==> src/hdl/jctfr_pkg.sv <==
// jctfr_pkg: shared types and constants for the job count table with free ring
// holds transaction payloads, command bundles and the sequencer state type
// no dependencies
package jctfr_pkg;

  // field widths fixed by the transaction format
  localparam int ID_BITS   = 16;
  localparam int CNT_BITS  = 16;
  localparam int SLOT_BITS = 4;

  // request transaction: optional head lookup plus optional new job
  typedef struct packed {
    logic                head_valid;
    logic [ID_BITS-1:0]  head_job_id;
    logic                new_valid;
    logic [ID_BITS-1:0]  new_id;
    logic [CNT_BITS-1:0] new_count;
  } req_t;

  // response transaction: lookup outcome and allocation outcome
  typedef struct packed {
    logic                 hit;
    logic                 invalidate;
    logic [ID_BITS-1:0]   hit_job_id;
    logic                 new_stored;
    logic [SLOT_BITS-1:0] stored_slot;
  } rsp_t;

  // slot table commands, all acting on the one shared slot address
  typedef struct packed {
    logic cnt_rd;
    logic cnt_wr;
    logic kill;
    logic alloc;
  } tbl_cmd_t;

  // free ring commands
  typedef struct packed {
    logic push;
    logic pop;
  } ring_cmd_t;

  // sequencer states
  typedef enum logic [2:0] {
    ST_IDLE,
    ST_SCAN,
    ST_DEC,
    ST_POP,
    ST_FILL,
    ST_DONE
  } st_t;

endpackage

==> src/hdl/jctfr_req_if.sv <==
// jctfr_req_if: request channel, valid/ready handshake with a req_t payload
// depends on jctfr_pkg
interface jctfr_req_if;
  logic             valid;
  logic             ready;
  jctfr_pkg::req_t  data;

  modport source (output valid, output data, input ready);
  modport sink   (input valid, input data, output ready);
endinterface

==> src/hdl/jctfr_rsp_if.sv <==
// jctfr_rsp_if: response channel, valid/ready handshake with a rsp_t payload
// depends on jctfr_pkg
interface jctfr_rsp_if;
  logic             valid;
  logic             ready;
  jctfr_pkg::rsp_t  data;

  modport source (output valid, output data, input ready);
  modport sink   (input valid, input data, output ready);
endinterface

==> src/hdl/job_count_table_with_free_ring_unit.sv <==
// job_count_table_with_free_ring_unit: top level, sequencer around the slot
// table and the free address ring
// depends on jctfr_pkg, jctfr_req_if, jctfr_rsp_if, jctfr_slot_table, jctfr_free_ring
//
//   port  dir  handshake     payload
//   req   in   valid/ready   head lookup and optional new job (req_t)
//   rsp   out  valid/ready   hit, invalidate, job id, store outcome (rsp_t)
//
// one request is in work at a time; the sequencer takes a scan and a
// decrement step for each matching slot, then a last scan, a pop step,
// a fill step when a new job pops the ring, and a done step. each match
// costs a read and a write back on the count memory; the ring pop costs
// one read of the ring memory. the result sits in an output register, so a
// stalled rsp only holds the sequencer once the following result is ready.
// rst is synchronous and needs no clearing pass.
module job_count_table_with_free_ring_unit #(
  parameter int SLOTS = 16
) (
  input  logic               clk,
  input  logic               rst,
  jctfr_req_if.sink          req,
  jctfr_rsp_if.source        rsp
);
  import jctfr_pkg::*;

  localparam int ADDR_W = (SLOTS > 1) ? $clog2(SLOTS) : 1;
  localparam int RING_W = $clog2(SLOTS + 1);
  localparam logic [RING_W-1:0] LAST = RING_W'(SLOTS);

  st_t                 state;
  st_t                 state_next;
  req_t                item;
  logic [SLOTS-1:0]    pend;
  logic [ADDR_W-1:0]   cur;
  logic [ADDR_W-1:0]   pick;
  logic                hit;
  logic                inval;
  logic                stored;
  logic [ADDR_W-1:0]   slot;
  logic                out_valid;
  rsp_t                out_data;
  logic                out_free;

  tbl_cmd_t            tbl_cmd;
  logic [ADDR_W-1:0]   tbl_addr;
  logic [SLOTS-1:0]    match;
  logic [CNT_BITS-1:0] wr_cnt;
  logic [CNT_BITS-1:0] rd_cnt;
  logic [CNT_BITS-1:0] dec;
  logic                dec_zero;

  ring_cmd_t           ring_cmd;
  logic                ring_empty;
  logic [RING_W-1:0]   pop_ent;
  logic                fill_ok;
  logic [ADDR_W-1:0]   fill_addr;

  jctfr_slot_table #(.SLOTS(SLOTS)) u_table (
    .clk     (clk),
    .rst     (rst),
    .cmd     (tbl_cmd),
    .addr    (tbl_addr),
    .look_id (req.data.head_job_id),
    .match   (match),
    .wr_id   (item.new_id),
    .wr_cnt  (wr_cnt),
    .rd_cnt  (rd_cnt)
  );

  jctfr_free_ring #(.SLOTS(SLOTS)) u_ring (
    .clk       (clk),
    .rst       (rst),
    .cmd       (ring_cmd),
    .push_addr (cur),
    .empty     (ring_empty),
    .pop_ent   (pop_ent)
  );

  // lowest pending match, so slots are visited in ascending order
  always_comb begin
    pick = '0;
    for (int i = SLOTS - 1; i >= 0; i--) begin
      if (pend[i]) begin
        pick = ADDR_W'(i);
      end
    end
  end

  // decrement wraps, so a zero count becomes all ones and does not free the slot
  assign dec       = rd_cnt - CNT_BITS'(1);
  assign dec_zero  = (dec == '0);
  assign fill_ok   = (pop_ent < LAST);
  assign fill_addr = ADDR_W'(pop_ent);
  assign out_free  = !out_valid || rsp.ready;

  // next state
  always_comb begin
    state_next = state;
    case (state)
      ST_IDLE: if (req.valid) state_next = ST_SCAN;
      ST_SCAN: state_next = (|pend) ? ST_DEC : ST_POP;
      ST_DEC:  state_next = ST_SCAN;
      ST_POP:  state_next = (item.new_valid && !ring_empty) ? ST_FILL : ST_DONE;
      ST_FILL: state_next = ST_DONE;
      ST_DONE: if (out_free) state_next = ST_IDLE;
      default: state_next = ST_IDLE;
    endcase
  end

  // sequencer outputs
  always_comb begin
    req.ready = 1'b0;
    tbl_cmd   = '0;
    tbl_addr  = cur;
    wr_cnt    = dec;
    ring_cmd  = '0;
    case (state)
      ST_IDLE: req.ready = 1'b1;
      ST_SCAN: begin
        tbl_cmd.cnt_rd = |pend;
        tbl_addr       = pick;
      end
      ST_DEC: begin
        tbl_cmd.cnt_wr = 1'b1;
        tbl_cmd.kill   = dec_zero;
        ring_cmd.push  = dec_zero;
      end
      ST_POP: ring_cmd.pop = item.new_valid && !ring_empty;
      ST_FILL: begin
        tbl_addr       = fill_addr;
        wr_cnt         = item.new_count;
        tbl_cmd.cnt_wr = fill_ok;
        tbl_cmd.alloc  = fill_ok;
      end
      default: begin
        tbl_addr = cur;
      end
    endcase
  end

  // state register
  always_ff @(posedge clk) begin
    if (rst) begin
      state <= ST_IDLE;
    end else begin
      state <= state_next;
    end
  end

  // per-transaction working registers
  always_ff @(posedge clk) begin
    case (state)
      ST_IDLE: begin
        if (req.valid) begin
          item   <= req.data;
          pend   <= req.data.head_valid ? match : '0;
          hit    <= 1'b0;
          inval  <= 1'b0;
          stored <= 1'b0;
          slot   <= '0;
        end
      end
      ST_SCAN: begin
        if (|pend) begin
          cur        <= pick;
          pend[pick] <= 1'b0;
        end
      end
      ST_DEC: begin
        hit   <= 1'b1;
        inval <= dec_zero;
      end
      ST_FILL: begin
        if (fill_ok) begin
          stored <= 1'b1;
          slot   <= fill_addr;
        end
      end
      default: begin
        hit <= hit;
      end
    endcase
  end

  // output register
  always_ff @(posedge clk) begin
    if (rst) begin
      out_valid <= 1'b0;
    end else if (state == ST_DONE && out_free) begin
      out_valid <= 1'b1;
    end else if (rsp.ready) begin
      out_valid <= 1'b0;
    end
  end

  always_ff @(posedge clk) begin
    if (state == ST_DONE && out_free) begin
      out_data.hit         <= hit;
      out_data.invalidate  <= inval;
      out_data.hit_job_id  <= hit ? item.head_job_id : '0;
      out_data.new_stored  <= stored;
      out_data.stored_slot <= SLOT_BITS'(slot);
    end
  end

  assign rsp.valid = out_valid;
  assign rsp.data  = out_data;

  // pending matches are only loaded at acceptance, never regained mid work
  a_pend_shrinks: assert property (@(posedge clk) disable iff (rst)
    (state != ST_IDLE) |=> ((pend & ~$past(pend)) == '0))
    else $error("pending match set grew during a transaction");

  // a result appears only after the sequencer has finished
  a_rsp_from_done: assert property (@(posedge clk) disable iff (rst)
    $rose(out_valid) |-> ($past(state) == ST_DONE))
    else $error("response raised outside the done state");

  // invalidate only with a hit, no slot number without a store
  a_rsp_consistent: assert property (@(posedge clk) disable iff (rst)
    out_valid |-> ((out_data.hit || !out_data.invalidate) &&
                   (out_data.new_stored || (out_data.stored_slot == '0))))
    else $error("inconsistent response fields");

endmodule

==> src/hdl/jctfr_slot_table.sv <==
// jctfr_slot_table: associative job id match over valid slots, plus the
// remaining count store as a synchronous memory with a registered read
// depends on jctfr_pkg
module jctfr_slot_table #(
  parameter int SLOTS = 16,
  localparam int ADDR_W = (SLOTS > 1) ? $clog2(SLOTS) : 1
) (
  input  logic                         clk,
  input  logic                         rst,
  input  jctfr_pkg::tbl_cmd_t          cmd,
  input  logic [ADDR_W-1:0]            addr,
  input  logic [jctfr_pkg::ID_BITS-1:0]  look_id,
  output logic [SLOTS-1:0]             match,
  input  logic [jctfr_pkg::ID_BITS-1:0]  wr_id,
  input  logic [jctfr_pkg::CNT_BITS-1:0] wr_cnt,
  output logic [jctfr_pkg::CNT_BITS-1:0] rd_cnt
);
  import jctfr_pkg::*;

  logic [SLOTS-1:0]   slot_valid;
  logic [ID_BITS-1:0] slot_job_id [SLOTS];
  logic [CNT_BITS-1:0] cnt_mem [SLOTS];

  // parallel compare of every valid slot against the lookup id
  always_comb begin
    for (int i = 0; i < SLOTS; i++) begin
      match[i] = slot_valid[i] && (slot_job_id[i] == look_id);
    end
  end

  // valid bits: set on allocation, cleared when the count runs out
  always_ff @(posedge clk) begin
    if (rst) begin
      slot_valid <= '0;
    end else if (cmd.alloc) begin
      slot_valid[addr] <= 1'b1;
    end else if (cmd.kill) begin
      slot_valid[addr] <= 1'b0;
    end
  end

  // id cells, written on allocation only
  always_ff @(posedge clk) begin
    if (cmd.alloc) begin
      slot_job_id[addr] <= wr_id;
    end
  end

  // count memory, one port, registered read
  always_ff @(posedge clk) begin
    if (cmd.cnt_wr) begin
      cnt_mem[addr] <= wr_cnt;
    end
    if (cmd.cnt_rd) begin
      rd_cnt <= cnt_mem[addr];
    end
  end

endmodule

==> src/hdl/jctfr_free_ring.sv <==
// jctfr_free_ring: ring of free slot addresses with one spare place, held in
// a synchronous memory; entries never written read as their own index
// depends on jctfr_pkg
module jctfr_free_ring #(
  parameter int SLOTS = 16,
  localparam int ADDR_W = (SLOTS > 1) ? $clog2(SLOTS) : 1,
  localparam int RING_W = $clog2(SLOTS + 1)
) (
  input  logic                clk,
  input  logic                rst,
  input  jctfr_pkg::ring_cmd_t cmd,
  input  logic [ADDR_W-1:0]   push_addr,
  output logic                empty,
  output logic [RING_W-1:0]   pop_ent
);
  import jctfr_pkg::*;

  localparam logic [RING_W-1:0] LAST = RING_W'(SLOTS);

  logic [ADDR_W-1:0] ring_mem [SLOTS+1];
  logic [SLOTS:0]    written;
  logic [RING_W-1:0] head;
  logic [RING_W-1:0] tail;
  logic [RING_W-1:0] push_idx;
  logic              push_ok;
  logic [ADDR_W-1:0] rd_data;
  logic              rd_written;
  logic [RING_W-1:0] rd_idx;

  // push place and full check; the last place wraps the tail to zero
  always_comb begin
    if (tail >= LAST) begin
      push_idx = LAST;
      push_ok  = (head != '0);
    end else begin
      push_idx = tail;
      push_ok  = ((tail + RING_W'(1)) != head);
    end
  end

  assign empty = (head == tail);

  // head and tail pointers, plus written marks for the reset values
  always_ff @(posedge clk) begin
    if (rst) begin
      head    <= '0;
      tail    <= LAST;
      written <= '0;
    end else begin
      if (cmd.push && push_ok) begin
        written[push_idx] <= 1'b1;
        tail <= (tail >= LAST) ? '0 : tail + RING_W'(1);
      end
      if (cmd.pop) begin
        head <= (head >= LAST) ? '0 : head + RING_W'(1);
      end
    end
  end

  // ring memory, one write and one registered read
  always_ff @(posedge clk) begin
    if (cmd.push && push_ok) begin
      ring_mem[push_idx] <= push_addr;
    end
    if (cmd.pop) begin
      rd_data    <= ring_mem[head];
      rd_written <= written[head];
      rd_idx     <= head;
    end
  end

  // an entry never written stands for its own index
  assign pop_ent = rd_written ? RING_W'(rd_data) : rd_idx;

endmodule

==> src/flat_wrapper.sv <==
// flat-port wrapper written by rule: the top's interface ports become plain ports
module job_count_table_with_free_ring_unit_flat import jctfr_pkg::*;
#(
  parameter int SLOTS = 16
)
  (clk, rst, req_valid, req_data, req_ready, rsp_valid, rsp_data, rsp_ready);
  jctfr_req_if req_i ();
  jctfr_rsp_if rsp_i ();
  input  logic clk;
  input  logic rst;
  input wire logic [$bits(req_i.valid)-1:0] req_valid;
  input wire logic [$bits(req_i.data)-1:0] req_data;
  output wire logic [$bits(req_i.ready)-1:0] req_ready;
  output wire logic [$bits(rsp_i.valid)-1:0] rsp_valid;
  output wire logic [$bits(rsp_i.data)-1:0] rsp_data;
  input wire logic [$bits(rsp_i.ready)-1:0] rsp_ready;
  assign req_i.valid = req_valid;
  assign req_i.data = req_data;
  assign req_ready = req_i.ready;
  assign rsp_valid = rsp_i.valid;
  assign rsp_data = rsp_i.data;
  assign rsp_i.ready = rsp_ready;
  job_count_table_with_free_ring_unit #(.SLOTS(SLOTS)) u_core (.clk(clk), .rst(rst), .req(req_i), .rsp(rsp_i));
endmodule
==> config.mk <==
export PLATFORM = sky130hd
export DESIGN_NAME = job_count_table_with_free_ring_unit_flat
export DESIGN_NICKNAME = d
export VERILOG_FILES = /design/src/hdl/jctfr_pkg.sv /design/src/hdl/jctfr_req_if.sv /design/src/hdl/jctfr_rsp_if.sv /design/src/hdl/job_count_table_with_free_ring_unit.sv /design/src/hdl/jctfr_slot_table.sv /design/src/hdl/jctfr_free_ring.sv /design/src/flat_wrapper.sv
export SDC_FILE = /design/constraint.sdc
export NUM_CORES = 1
export LEC_CHECK = 0
export ABC_AREA = 1
export ABC_CLOCK_PERIOD_IN_PS = 10000
export BUFFER_PORTS_ARGS = -buffer_cell sky130_fd_sc_hd__buf_2
export CORE_MARGIN = 2
export CORE_UTILIZATION = 46
export CTS_CLUSTER_SIZE = 8
export DETAILED_ROUTE_END_ITERATION = 10
export PLACE_DENSITY_LB_ADDON = 0.08
export SYNTH_ARGS = -nofsm -noshare
export SYNTH_HDL_FRONTEND = slang
export SYNTH_SLANG_ARGS = --single-unit
==> constraint.sdc <==
create_clock -name clk -period 10 [get_ports clk]
set_input_delay 1 -clock clk [delete_from_list [all_inputs] [get_ports clk]]
set_output_delay 1 -clock clk [all_outputs]
set_load 0.1 [all_outputs]
======== Word level (Yosys, flattened, before mapping) ========
Memories as Yosys holds them, arrays and structs flattened. A register that Yosys moved wholly into a read port is not among the register bits.
Cells that the tools add are included.
Widths: inputs -> output; s select.
word-level totals
  register bits ........................... 152
  memories kept ........................... 3
  memory bits (writable) .................. 580
  logic and storage cells ................. 176
  input port bits ......................... 54
  output and inout bits ................... 25
memory list
  name                        depth  width  read ports  clocked after memory_dff  write ports  line                    text
  u_core.u_table.cnt_mem      16     16     1           1                         1            jctfr_slot_table.sv:22  logic [CNT_BITS-1:0] cnt_mem [SLOTS];
  u_core.u_table.slot_job_id  16     16     16          0                         1            jctfr_slot_table.sv:21  logic [ID_BITS-1:0] slot_job_id [SLOTS];
  u_core.u_ring.ring_mem      17     4      1           1                         1            jctfr_free_ring.sv:20   logic [ADDR_W-1:0] ring_mem [SLOTS+1];
operators by class
  equality and inequality tests ........... 27
  $add $sub $neg .......................... 3
  reductions and logical operators ........ 40
  mux-type cells .......................... 64
  $lt $le $gt $ge ......................... 10
  bitwise gates (word level) .............. 6
operator list
  cell                   number
  $eq 16x16->1           16
  $mux 16                6
  $mux 4                 18
  $and 16x16->16         2
  $not 16->16            2
  $pmux 16 s2            1
  $logic_and 1x1->1      22
  $mux 1                 22
  $mux 5                 4
  $pmux 3 s6             1
  $or 17x17->17          1
  $logic_not 16->1       1
  $or 16x16->16          1
  $pmux 4 s2             2
  $reduce_or 16->1       1
  $sub 16x1->16 const B  1
  $lt 5x6->1 const B     2
  $add 5x1->5 const B    2
  $ge 5x5->1 const B     2
  $lt 4x5->1 const B     2
  $reduce_bool 2->1      5
  $demux 1 s4            2
  $ge 4x1->1 const B     2
  $pmux 1 s2             4
  other kinds (18)       28

======== Longest topological paths before layout ========
Gate-level depths: netlist of the first run.
  depth after elaboration ................. 25
  gate-level depth with buffers ........... 28
  gate-level depth less buffers ........... 26

======== Hierarchy ========
A second synthesis of the first run with hierarchy kept.
second synthesis, totals
  cell total of the unflattened synthesis .. 3226
  area total of the unflattened synthesis .. 33044.2 sq um
by module, submodules not included
  module                               area an instance (sq um)  seq. area each (sq um)  times used  cells an instance
  jctfr_slot_table                     23471.3                   16175.5                 1           2287
  jctfr_free_ring                      4971.0                    2882.8                  1           493
  job_count_table_with_free_ring_unit  4601.9                    3052.9                  1           446

======== Worst setup path before layout of the first run ========
OpenSTA, ideal clock, no wires.
  path type ............................... register to register
  start ................................... register u_core.state[0]
  end ..................................... register u_core.item[0] (netlist name), enable pin
  arrival time ............................ 3.153 ns
  path buffers ............................ 0
  setup slack ............................. 6.443 ns
  cell stages (with the launch flop) ...... 6
  data required time ...................... 9.597 ns
  cell sequence ........................... dfxtp_1 -> nor2_1 -> inv_2 -> nor2_1 -> nand2_1 -> inv_1
between the ends
  word-level cells in the longest chain between the ends .. 2
ends and longest elaborated chain
  what                               line                                        text
  start: declaration                 job_count_table_with_free_ring_unit.sv:30   st_t state;
  start signal: assignment           job_count_table_with_free_ring_unit.sv:146  state <= state_next;
  $logic_not 3->1                    job_count_table_with_free_ring_unit.sv:152  case (state)
  $reduce_and 2->1 (no source line)  n/a
  end signal: assignment             job_count_table_with_free_ring_unit.sv:155  item <= req.data;
  end: declaration                   job_count_table_with_free_ring_unit.sv:32   req_t item;
No other way between the ends.
A chain may end at the register's enable or synchronous reset.

======== Final worst setup path of the first run ========
  start ................................... register u_core.state[2]
  end ..................................... memory u_core.u_table.cnt_mem[15][12], enable pin
between the ends
  word-level cells in the longest chain between the ends .. 4
  elaborated cells on any way between the ends .. 7
  those cells by class .................... eq/ne (3); mux (4)
ends and longest elaborated chain
  what                                             line                                        text
  $eq 3x3->1 / $eq 3x2->1 (equally long branches)  job_count_table_with_free_ring_unit.sv:117  case (state)
  $pmux 1 s2                                       job_count_table_with_free_ring_unit.sv:117
  $mux 1                                           jctfr_slot_table.sv:51                      if (cmd.cnt_wr) begin
  $mux 1 (not written as such)                     jctfr_slot_table.sv:52                      cnt_mem[addr] <= wr_cnt;
  end: declaration                                 jctfr_slot_table.sv:22
Parallel ways exist; a longest one is shown, timed or not.

==> impl_metrics.tcl, run 1 <==
set metrics [dict create \
    path_class "flop to flop" \
    cts_buffers 104 \
    fin_skew_ns 0.0346 \
    clk_latency_ns 0.67 \
    p_per_area_mw_per_mm2 220 \
    slowest_delay_ns 0.91 \
    setup_tns_ns 0 \
    clkTransAtPathRegs_ns 0.05 \
    root_buffer "clkbuf_16" \
    synth_enable_flop_cells 705 \
    synth_compound_area_frac 0.0668 \
    crit_family "simple AND/OR/NAND/NOR gates" \
    drv_slew 0 \
    synth_cells 2839 \
    drcViolationCount 0 \
    post-cts-setup-buffers 0 \
    gp_congestion 0.863 \
    crit_top_cell "inv_2" \
    drive_above_1_share 0.107 \
    worst-path-buf-inv 6 \
    status "finished clean" \
    arrival_ns 4.98 \
    ys_seq_area_frac 0.690 \
    cts_hold_buffers 0 \
    use_met3 0.0433 \
    place_inst 3756 \
    fp.dieH_um 268 \
    overflow 0 \
    fmax_mhz 212 \
    ys_warn_count 0 \
    relSlewSlack 0.222 \
    ios 79 \
    io_buffers 78 \
    synth_flop_cell "edfxtp_1" \
    period_share 0.471 \
    antenna_cells 0 \
    dpl_worst_slack_ns 5.37 \
    placed_cell_area_mm2 0.0334 \
    yosysTopAreaCell "edfxtp_1" \
    setup_viol 0 \
    yosys.area_share.simple 0.169 \
    worstPathMaxFanout 67 \
    yosysMostFrequentCell "nand2_1" \
    synthDominantCellAreaShare 0.661 \
    ys_types 52 \
    required_ns 10.27 \
    met1_usage 0.378 \
    grt_util_all_layers 0.250 \
    stdcell_area_mm2 0.0365 \
    yosys.area_share.adder 0.00234 \
    coreArea_mm2 0.0687 \
    maxCapViolations 0 \
    multi_input_area_mm2 0.00870 \
    hold_violations 0 \
    via_count 21800 \
    cts_tree "built" \
    synth_nets 2899 \
    synthTopCellsByCount "833 x nand2_1, 705 x edfxtp_1, 181 x nand3_1, 177 x inv_1, 168 x nor2_1" \
    antenna_found_initial 3 \
    synth_top_family_by_area "simple AND/OR/NAND/NOR gates" \
    via_per_inst 5.52 \
    synth_seq_cells 752 \
    grt_setup_unrepaired "false" \
    synthTopCellsByArea "edfxtp_1 66%, nand2_1 9.8%, dfxtp_1 2.9%, nand3_1 2.8%, inv_1 2.1%" \
    dr.pass1.iters 6 \
    yosys-mux-area-fraction 0 \
    finalCriticalPeriod_ns 4.71 \
    initial_core_util 0.466 \
    fp-row-count 96 \
    wirelength_um 89400 \
    clk_path_buf_depth 3 \
    synth_area_per_cell_um2 11.3 \
    die-area_mm2 0.0717 \
    path_cells "inv_2 -> nor2_4 -> inv_2 -> a21oi_1 -> a21o_1 -> inv_2 -> nand2_2 -> buf_4 -> inv_2 -> buf_4 -> nor2_2 -> nand2_1 -> nor2_2" \
    wl_per_cell_um 22.6 \
    grt_max_degree 84 \
    setup_ws_ns 5.29 \
    syn-cell-area_mm2 0.0320 \
    hold_class "flop to flop" \
    start_kind "flop" \
    fin_cells 3952 \
    cts_resized 0 \
    synthXorXnorAreaFrac 0.0304 \
    busiest_layer "met1" \
    grt_pass1_wl_um 133000 \
    met2_usage 0.374 \
    cts.sinks 752 \
    synthToLayoutAreaGrowth_pct 14.1 \
    seqCellArea_mm2 0.0221 \
    drt_iter0_drc 2603 \
    worst_ir_drop_vdd_mv 0.145 \
    slowest_stage "nor2_2" \
    die_w_um 268 \
    first_global_vias 20800 \
    n_fill_cell 6040 \
    worstMarginPinSlew_ns 1.17 \
    crit_path_end_kind "flop" \
    h-tree-depth 3 \
    synth-async-reset-ratio 0 \
    dpl.hpwl_um 53700 \
    ant_nets 0 \
    hold_ws_ns 0.430 \
    final_nets 2991 \
    leakage_nw 13.5 \
]
==> layer usage <==
layer | share of wire | vias up | wire, um
li1 | - | 10100 | -
met3 | 0.081 | 129 | 7270
met2 | 0.44 | 887 | 39700
met1 | 0.45 | 10700 | 40500
met5 | 0.000078 | - | 7
met4 | 0.021 | 2 | 1910
==> per-stage QoR <==
stage | utilization | total power, mW
finish | 0.532 | 8.02
global route | 0.532 | 8.32
CTS | 0.532 | 8.07
detailed placement | 0.487 | 4.74
global placement | 0.487 | 4.74
floorplan | - | 4.34
==> cells in the final DEF (no fill, tap or decap), drive strengths merged, types with 31 or more instances in the layout <==
cell type,n
nor2,178
xor2,68
nand2,836
buf,124
o21ai,132
clkbuf,189
edfxtp,705
o22ai,31
xnor2,43
dfxtp,47
nand3,182
inv,197
a21oi,72
==> logic make-up after synthesis <==
kind of cell,count (synthesis)
AND/OR/NAND/NOR,1295
AO/OA/AOI/OAI,340
flip-flops,752
adder cells (fa/ha/maj),6
buffers and inverters,335
XOR/XNOR,111
==> final timing paths <==
path	startpoint	to	slack (ns)	cells after the start
setup / recovery	u_core.state[2]	u_core.u_table.cnt_mem[15][12]	5.29	13
hold reg to reg	u_core.inval	u_core.rsp.data[21]	0.43	0
hold / removal	u_core.inval	u_core.rsp.data[21]	0.43	0
setup reg to reg	u_core.state[2]	u_core.u_table.cnt_mem[15][12]	5.29	13
==> registers in the layout, summed over array words and instances, names as in the netlist, 5 cells and up, named ones only <==
signal / cells
u_core.item: 49
u_core.pend: 16
u_core.u_ring.written: 17
u_core.u_table.cnt_mem: 256
u_core.u_table.slot_job_id: 256
u_core.rsp.data: 23
u_core.u_ring.tail: 5
u_core.u_table.rd_cnt: 16
u_core.u_ring.rd_idx: 5
u_core.u_ring.head: 5
u_core.u_ring.ring_mem: 68
==> cell type report <==
class / count / area share
Sequential cell: 752 / 0.605
Tap cell: 931 / 0.0319
Multi-Input combinational cell: 1752 / 0.238
Clock buffer: 189 / 0.0808
Clock inverter: 7 / 0.00353
Timing Repair Buffer: 124 / 0.0201
Inverter: 197 / 0.0202
==> worst reg2reg max path, cell delays in order, from the launching register on <==
cell	delay [ns]
dfxtp_1	0.45
inv_2	0.09
nor2_4	0.62
inv_2	0.14
a21oi_1	0.20
a21o_1	0.12
inv_2	0.03
nand2_2	0.04
buf_4	0.64
inv_2	0.10
buf_4	0.38
nor2_2	0.44
nand2_1	0.14
nor2_2	0.91
==> where the power goes <==
part,switching (mW),leakage (nW),internal [mW]
sequential,0.101,6.78,3.62
clock,1.34,1.46,1.99
combinational,0.740,5.21,0.231
total,2.18,13.5,5.84
Power figures use the tool's default switching activity.
==> run 2, diff against run 1 <==
ABC_AREA = 0   (was 1)
ABC_CLOCK_PERIOD_IN_PS = 4300   (was 10000)
clock period = 4.3 ns   (was 10 ns; I/O delays follow)
==> impl_metrics.tcl, run 2 <==
set metrics [dict create \
    yosysTopAreaCell "edfxtp_1" \
    crit_path_end_kind "flop" \
    worst_ir_drop_vdd_mv 0.321 \
    grt_setup_unrepaired "false" \
    setup_tns_ns 0 \
    dpl.hpwl_um 51200 \
    hold_ws_ns 0.135 \
    fin_skew_ns 0.0239 \
    cts_hold_buffers 33 \
    finalCriticalPeriod_ns 3.78 \
    ys_warn_count 0 \
    cts_buffers 104 \
    setup_viol 0 \
    hold_violations 0 \
    arrival_ns 4.08 \
    min_path_cells 3 \
    status "finished clean" \
    worstPathMaxFanout 10 \
    hold_class "input pin to flop" \
    start_kind "flop" \
    cts.sinks 752 \
    period_share 0.879 \
    layout_common_cells "705 x edfxtp_1, 217 x xor2_1, 105 x clkbuf_16" \
    syn-cell-area_mm2 0.0310 \
    relSlewSlack 0.158 \
    swShare 0.250 \
    post-cts-setup-buffers 0 \
    synth_area_per_cell_um2 15.5 \
    grt_pass1_wl_um 122000 \
    synth_nets 2060 \
    p_per_area_mw_per_mm2 498 \
    drcViolationCount 0 \
    r2r_cells 9 \
    required_ns 4.60 \
    wirelength_um 83400 \
    cts_resized 0 \
    first_global_vias 18000 \
    dr.pass1.iters 7 \
    internal_power_mw 13.5 \
    gp_congestion 0.871 \
    clk_path_buf_depth 3 \
    ios 79 \
    die-area_mm2 0.0695 \
    p_clk_frac 0.413 \
    fmax_mhz 265 \
    synthTopCellsByArea "edfxtp_1 68%, xor2_1 6.1%, dfxtp_1 3.0%, mux2i_1 2.3%, mux4_2 1.8%" \
    r2r_slack_ns 0.52 \
    synth_seq_cells 752 \
    layout_commonest_cell "edfxtp_1" \
    via_per_inst 5.77 \
    clk_latency_ns 0.65 \
    yosysMostFrequentCell "edfxtp_1" \
    synthToLayoutAreaGrowth_pct 16.3 \
    synth_cells 2000 \
    path_class "flop to flop" \
    clkTransAtPathRegs_ns 0.05 \
    final_nets 2238 \
    synth_flop_cell "edfxtp_1" \
    cts_tree "built" \
    drv_slew 0 \
    reg_top3 "u_core.u_table.cnt_mem: 256 flops, u_core.u_table.slot_job_id: 256 flops, u_core.u_ring.ring_mem: 68 flops" \
    overflow 0 \
    fp-row-count 95 \
    grt_util_all_layers 0.241 \
    leakage_nw 12.1 \
    die_w_um 264 \
    io_buffers 78 \
    ys_types 62 \
    antenna_found_initial 1 \
    wl_per_cell_um 26.8 \
    seq_power_share 0.480 \
    fp.dieH_um 264 \
    p_sw_mw 4.49 \
    ant_nets 0 \
    synthTopCellsByCount "705 x edfxtp_1, 217 x xor2_1, 108 x clkbuf_1, 76 x nor4_1, 71 x mux2i_1" \
    comb_power_share 0.107 \
    coreArea_mm2 0.0669 \
    drive_above_1_share 0.168 \
    h-tree-depth 3 \
    initial_core_util 0.463 \
    root_buffer "clkbuf_16" \
    synthDominantCellAreaShare 0.683 \
    maxCapViolations 0 \
    grt_max_degree 49 \
    antenna_cells 0 \
    worstMarginPinSlew_ns 1.26 \
    ys_seq_area_frac 0.714 \
    synth_enable_flop_cells 705 \
    via_count 17900 \
    synth-async-reset-ratio 0 \
    drt_iter0_drc 1817 \
]
==> run 2: layout make-up <==
type | count | area (um^2)
clock buffer | 159 | 2830
fill | 5466 | 30900
timing repair buffer | 195 | 1360
multi-input combinational | 1087 | 8410
sequential | 752 | 22100
clock inverter | 7 | 83.8
tap | 873 | 1090
inverter | 38 | 143
==> run 2: path summary, 6_finish.rpt <==
path                                 start                             to
setup / recovery  u_core.u_table.rd_cnt[0]  u_core.u_ring.ring_mem[14][3]
setup reg to reg  u_core.u_table.rd_cnt[0]  u_core.u_ring.ring_mem[14][3]
hold reg to reg              u_core.stored             u_core.rsp.data[4]
hold / removal                   rsp_ready               u_core.rsp.valid
==> run 2: cells by family after synthesis <==
group | count (synthesis) | synth area share
flops | 752 | 0.714
simple gates | 414 | 0.0731
xor+xnor | 277 | 0.0783
compound gates | 258 | 0.0583
buf+inv | 161 | 0.0201
mux | 132 | 0.0542
fa+ha+maj | 6 | 0.00242
==> run 2: through the flow <==
step	utilization	cells	area [um^2]	setup WS [ns]	total power, mW
2_1_floorplan	-	2000	31000	0.121	9.79
3_3_place_gp	0.490	2912	32800	0.625	10.6
3_5_place_dp	0.490	2912	32800	0.508	10.7
4_1_cts	0.538	3111	36000	0.523	18.1
5_1_grt	0.538	3111	36000	0.277	18.5
6_report	0.538	3111	36000	0.521	18.0
==> run 2: per-layer routing <==
layer,up-vias,share of wire,global-route usage
li1,8065,-,-
met1,9211,0.44,0.336
met2,548,0.48,0.391
met3,123,0.053,0.0373
met4,2,0.025,0.0724
met5,-,0.00016,0
==> run 2: critical path, cell delays in order, from the launching register on <==
cell      delay [ns]
edfxtp_1        0.48
inv_1           0.10
ha_1            0.37
nand2_1         0.10
o31ai_1         0.23
a22oi_1         0.13
or2_1           0.28
or4_1           0.72
or3_1           0.65
nor3_2          0.39
==> run 2: power by group through the flow <==
stage / Combinational, mW / Clock (mW) / Sequential [mW]
floorplan: 1.15 / 0 / 8.64
global route: 2.05 / 7.85 / 8.63
CTS: 1.92 / 7.55 / 8.62
detailed placement: 1.89 / 0 / 8.76
global placement: 1.87 / 0 / 8.76
finish: 1.91 / 7.42 / 8.62
